File: src/sv/bis_ram.sv
// ============================================================================
// Generic single-port RAM
// One read or write per cycle; read data is registered.
// ============================================================================
module bis_ram #(
    parameter int WIDTH = 8,
    parameter int DEPTH = 256
) (
    input  logic                     i_clk,
    input  logic                     i_we,
    input  logic [$clog2(DEPTH)-1:0] i_addr,
    input  logic [WIDTH-1:0]         i_wdata,
    output logic [WIDTH-1:0]         o_rdata
);

    logic [WIDTH-1:0] r_mem [DEPTH];
    logic [WIDTH-1:0] r_rdata;

    always_ff @(posedge i_clk) begin
        if (i_we) begin
            r_mem[i_addr] <= i_wdata;
        end
        r_rdata <= r_mem[i_addr];
    end

    assign o_rdata = r_rdata;

endmodule

File: config.mk
export PLATFORM = sky130hd
export DESIGN_NAME = bis_ram
export DESIGN_NICKNAME = d
export VERILOG_FILES = /design/src/sv/bis_ram.sv
export SDC_FILE = /design/constraint.sdc
export NUM_CORES = 2
export LEC_CHECK = 0
export BUFFER_PORTS_ARGS = -buffer_cell sky130_fd_sc_hd__buf_2
export CAP_MARGIN = 20
export CORE_MARGIN = 3
export CORE_UTILIZATION = 35
export CTS_CLUSTER_SIZE = 16
export DETAILED_ROUTE_END_ITERATION = 8
export MAX_ROUTING_LAYER = met4
export PLACE_DENSITY = 0.46
export RECOVER_POWER = 100
export SYNTH_ARGS = -nofsm -noshare
export SYNTH_HDL_FRONTEND = slang
export SYNTH_SLANG_ARGS = --single-unit
File: constraint.sdc
create_clock -name i_clk -period 2.7 [get_ports i_clk]
set_input_delay 0.27 -clock i_clk [delete_from_list [all_inputs] [get_ports i_clk]]
set_output_delay 0.27 -clock i_clk [all_outputs]
set_load 0.01 [all_outputs]
==> Yosys cells after proc, flatten, opt, wreduce, memory -nomap -nowiden <==
Memories as Yosys holds them, arrays and structs flattened. A register that Yosys moved wholly into a read port is not among the register bits.
Index checks and enable logic that the tools add are counted.
{ "word_totals": {"reg_bits": 0, "ram_bits": 2048, "input_bits": 18, "out_inout_bits": 8, "word_cells": 3, "memories": 1} }
{ "classes": {"mux": 2} }
{ "mem_list": {"columns": ["name", "depth", "word_bits", "rd", "rd_clocked_by_memory_dff", "write_ports", "line_no", "text"], "rows": [
  ["r_mem", 256, 8, 1, 1, 1, "16", "logic [WIDTH-1:0] r_mem [DEPTH];"]
]} }
{ "ops": {"columns": ["operator", "count"], "rows": [
  ["$mux 1", 2]
]} }

==> Logic depth before layout (Yosys ltp) <==
{ "depth": {"word_depth": 2, "mapped_depth": 10, "depth_no_buf": 5} }

==> Least setup slack after synthesis <==
OpenSTA, ideal clock, no wires.
{ "synth_path": {"path_type": "input to register", "start": "input port i_addr[1]", "end": "memory r_mem[111][0], enable pin", "setup_time_ps": 370, "t_arrival_ps": 2119, "setup_slack_ps": 211, "path_stages": 9, "path_buffers": 5, "cell_sequence": "buf_2 clkbuf_1 clkbuf_1 nand2_1 buf_2 nor2_1 nand2_1 clkbuf_1 nor2_1"} }
{ "synth_rtl": {"columns": ["element", "line_no", "text"], "rows": [
  ["start, declared", "11", "input logic [$clog2(DEPTH)-1:0] i_addr,"],
  ["end, declared", "16", null]
]} }
No word-level cell before the write port.

==> Worst setup path after layout <==
{ "layout_path": {"start": "input port i_addr[1]", "end": "memory r_mem[231][0], enable pin"} }
No word-level cell before the write port.

==> flow_metrics.tcl <==
set metrics [dict create \
    drtIter0Drc 3699 \
    hold_viol 0 \
    rr_worst_depth 7 \
    min_period_ns 2.66 \
    cts-buffers-inserted 219 \
    utilization_pct 41.7 \
    fp.dieArea_mm2 0.230 \
    hold_start "i_addr[7]" \
    crit_top_cell "clkbuf_2" \
    dpl.cell_count 6876 \
    io_pins 26 \
    outcome "finished with violations" \
    clock_path_buffers 3 \
    holdWs_ns 0.0755 \
    fp.dieW_um 480 \
    slowest_delay_ns 0.70 \
    crit_required_ns 3.17 \
    finalCritPeriodShare_pct 98.5 \
    synth_seq_cells 2056 \
    viasPerCell 5.28 \
    yosysUniqueCellTypes 22 \
    start_kind "input port" \
    final_cells 7292 \
    grt_pass1_wl_um 307000 \
    core_area_mm2 0.223 \
    slowest_stage "clkbuf_2" \
    r2r_setup_slack_ns 0.06 \
    drive_above_1_share_pct 28.3 \
    num_rows 173 \
    avgSynthCellArea_um2 22.1 \
    critPathArrivalTime_ns 3.13 \
    crit_chain "buf_8 > buf_12 > clkbuf_2 > nand2_1 > or3_1 > clkbuf_2 > nor2_1 > clkbuf_1" \
    place_congestion 0.787 \
    hold_path.class "in -> reg" \
    cts-htree-levels 4 \
    peakVddDrop_mv 0.704 \
    path_clk_slew_ns 0.06 \
    power_density_mw_per_mm2 730 \
    cp_max_fo 22 \
    nets 4150 \
    fmax_mhz 376 \
    dr_total_vias 38500 \
    syn_area_mm2 0.0785 \
    worstHoldEndpoint "o_rdata[1]" \
    area_growth_pct 18.4 \
    rsz0062_at_grt "false" \
    grt_start_max_net_pins 100 \
    grt_overflow 0 \
    clock_skew_ns 0.0601 \
    p_leak_uw 0.0285 \
    regToRegStartpoint "r_mem[122][5]" \
    syn-num-nets 3565 \
    antenna_found_initial 12 \
    setup_viol 0 \
    final_cell_mix "2048 x edfxtp_1, 512 x mux4_2, 256 x a22oi_1, 244 x clkbuf_1, 233 x buf_4" \
    clkLatencyLatePin_ns 0.86 \
    clockRootBuffer "clkbuf_16" \
    grt_pass1_vias 40200 \
    route.detailed.drc 0 \
    die_y_um 480 \
    final_common_cell "edfxtp_1" \
    worst_pin_slew_ns 2.55 \
    ys_seq_area_share_pct 78.6 \
    dp_hpwl_um 137000 \
    drt-total-wl_um 216000 \
    violations "capacitance limit, slew limit" \
    grt_usage_pct 19.3 \
    cap_violations 9 \
    netlist_instances 3547 \
    initial_core_util_pct 35.2 \
    end_kind "flip-flop" \
    cts_tree "built" \
    drtAntennaViolNets 0 \
    post_drt_wl_per_cell_um 29.6 \
    first_pass_iters 5 \
    r2r-end "o_rdata[5]" \
    io_buffers 25 \
    whs_path_depth 5 \
    critical_path_class "in -> reg" \
    slew_viol_final 605 \
    slew_headroom_pct -69.9 \
    cts_sinks 2056 \
    yosysWarnings 0 \
]
synth_stat cells, drive strengths merged:
library cell	number	area [um2]
buf	87	552
or3	1	6.26
clkbuf	145	544
inv	1	3.75
nand2	28	105
dfxtp	8	160
nor3	30	150
nand4	8	50.1
nand3	13	65.1
and2	3	18.8
a22oi	256	1920
mux4	512	11500
a21oi	128	641
or2	2	12.5
o41ai	32	280
nor2	232	871
edfxtp	2048	61500
nand2b	6	37.5
nor2b	7	43.8
worst max-delay path, delay by kind of cell:
family / cells / cell delay [ns]
buf+inv: 5 / 2.02
simple gates: 3 / 0.77
power breakdown:
group,internal [uW],switching (uW)
Clock,16700,12400
Sequential,35200,51.7
Combinational,1360,2120
timing repair:
| item | CTS | global route |
|---|---|---|
| resized for setup | 1 | 1 |
| setup buffers | 0 | 0 |
| setup endpoints to repair | 1 | 1 |
| hold buffers | 10 | 0 |
| endpoints found under the hold margin | 456 | 0 |
stage by stage:
stage | setup slack [ns] | instance area, um2 | TNS, ns | power, uW
floorplan | 0.211 | 78500 | 0 | 37500
global placement | -0.844 | 87000 | -23.23 | 39500
detailed placement | -0.899 | 87000 | -23.42 | 39500
CTS | 0.0142 | 94100 | 0 | 68700
global route | 0.00835 | 92900 | 0 | 70100
finish | 0.0395 | 92900 | 0 | 67800
worst max-delay path by stage:
stage                        startpoint             to  slack, ns  depth (start not counted)
final                         i_addr[1]  r_mem[231][0]       0.04                          8
after global routing          i_addr[1]    r_mem[2][3]      0.008                          8
after detailed placement      i_addr[0]     o_rdata[2]      -0.90                          9
after global placement        i_addr[0]     o_rdata[2]      -0.84                          9
after floorplan               i_addr[1]  r_mem[111][0]       0.21                          9
after CTS                 r_mem[147][7]     o_rdata[7]       0.01                          6
layer usage:
metal	wire [um]	vias up	GRT usage [%]
met5	0	-	-
met4	5970	0	5.77
met3	12100	315	3.29
met2	103000	1104	29.3
met1	94600	20800	26.9
li1	-	16300	-
sequential cells by signal, indices dropped and copies added (netlist names):
name	count
r_mem	2048
o_rdata	8
cell families after synthesis:
family | after synthesis | share of synthesized area, %
buffers and inverters | 233 | 1.40
and+or+nand+nor | 330 | 1.73
AOI/OAI and AO/OA | 416 | 3.62
DFF | 2056 | 78.6
muxes | 512 | 14.7
layout make-up:
class                           count  area (um2)
Multi-Input combinational cell   1258       15800
Clock inverter                    126        1170
Fill cell                       19600      130000
Tap cell                         2975        3720
Inverter                            1        3.75
Sequential cell                  2056       61700
Clock buffer                      273        5750
Timing Repair Buffer              596        4790
Antenna cell                        7        17.5
Power figures use the tool's default switching activity.
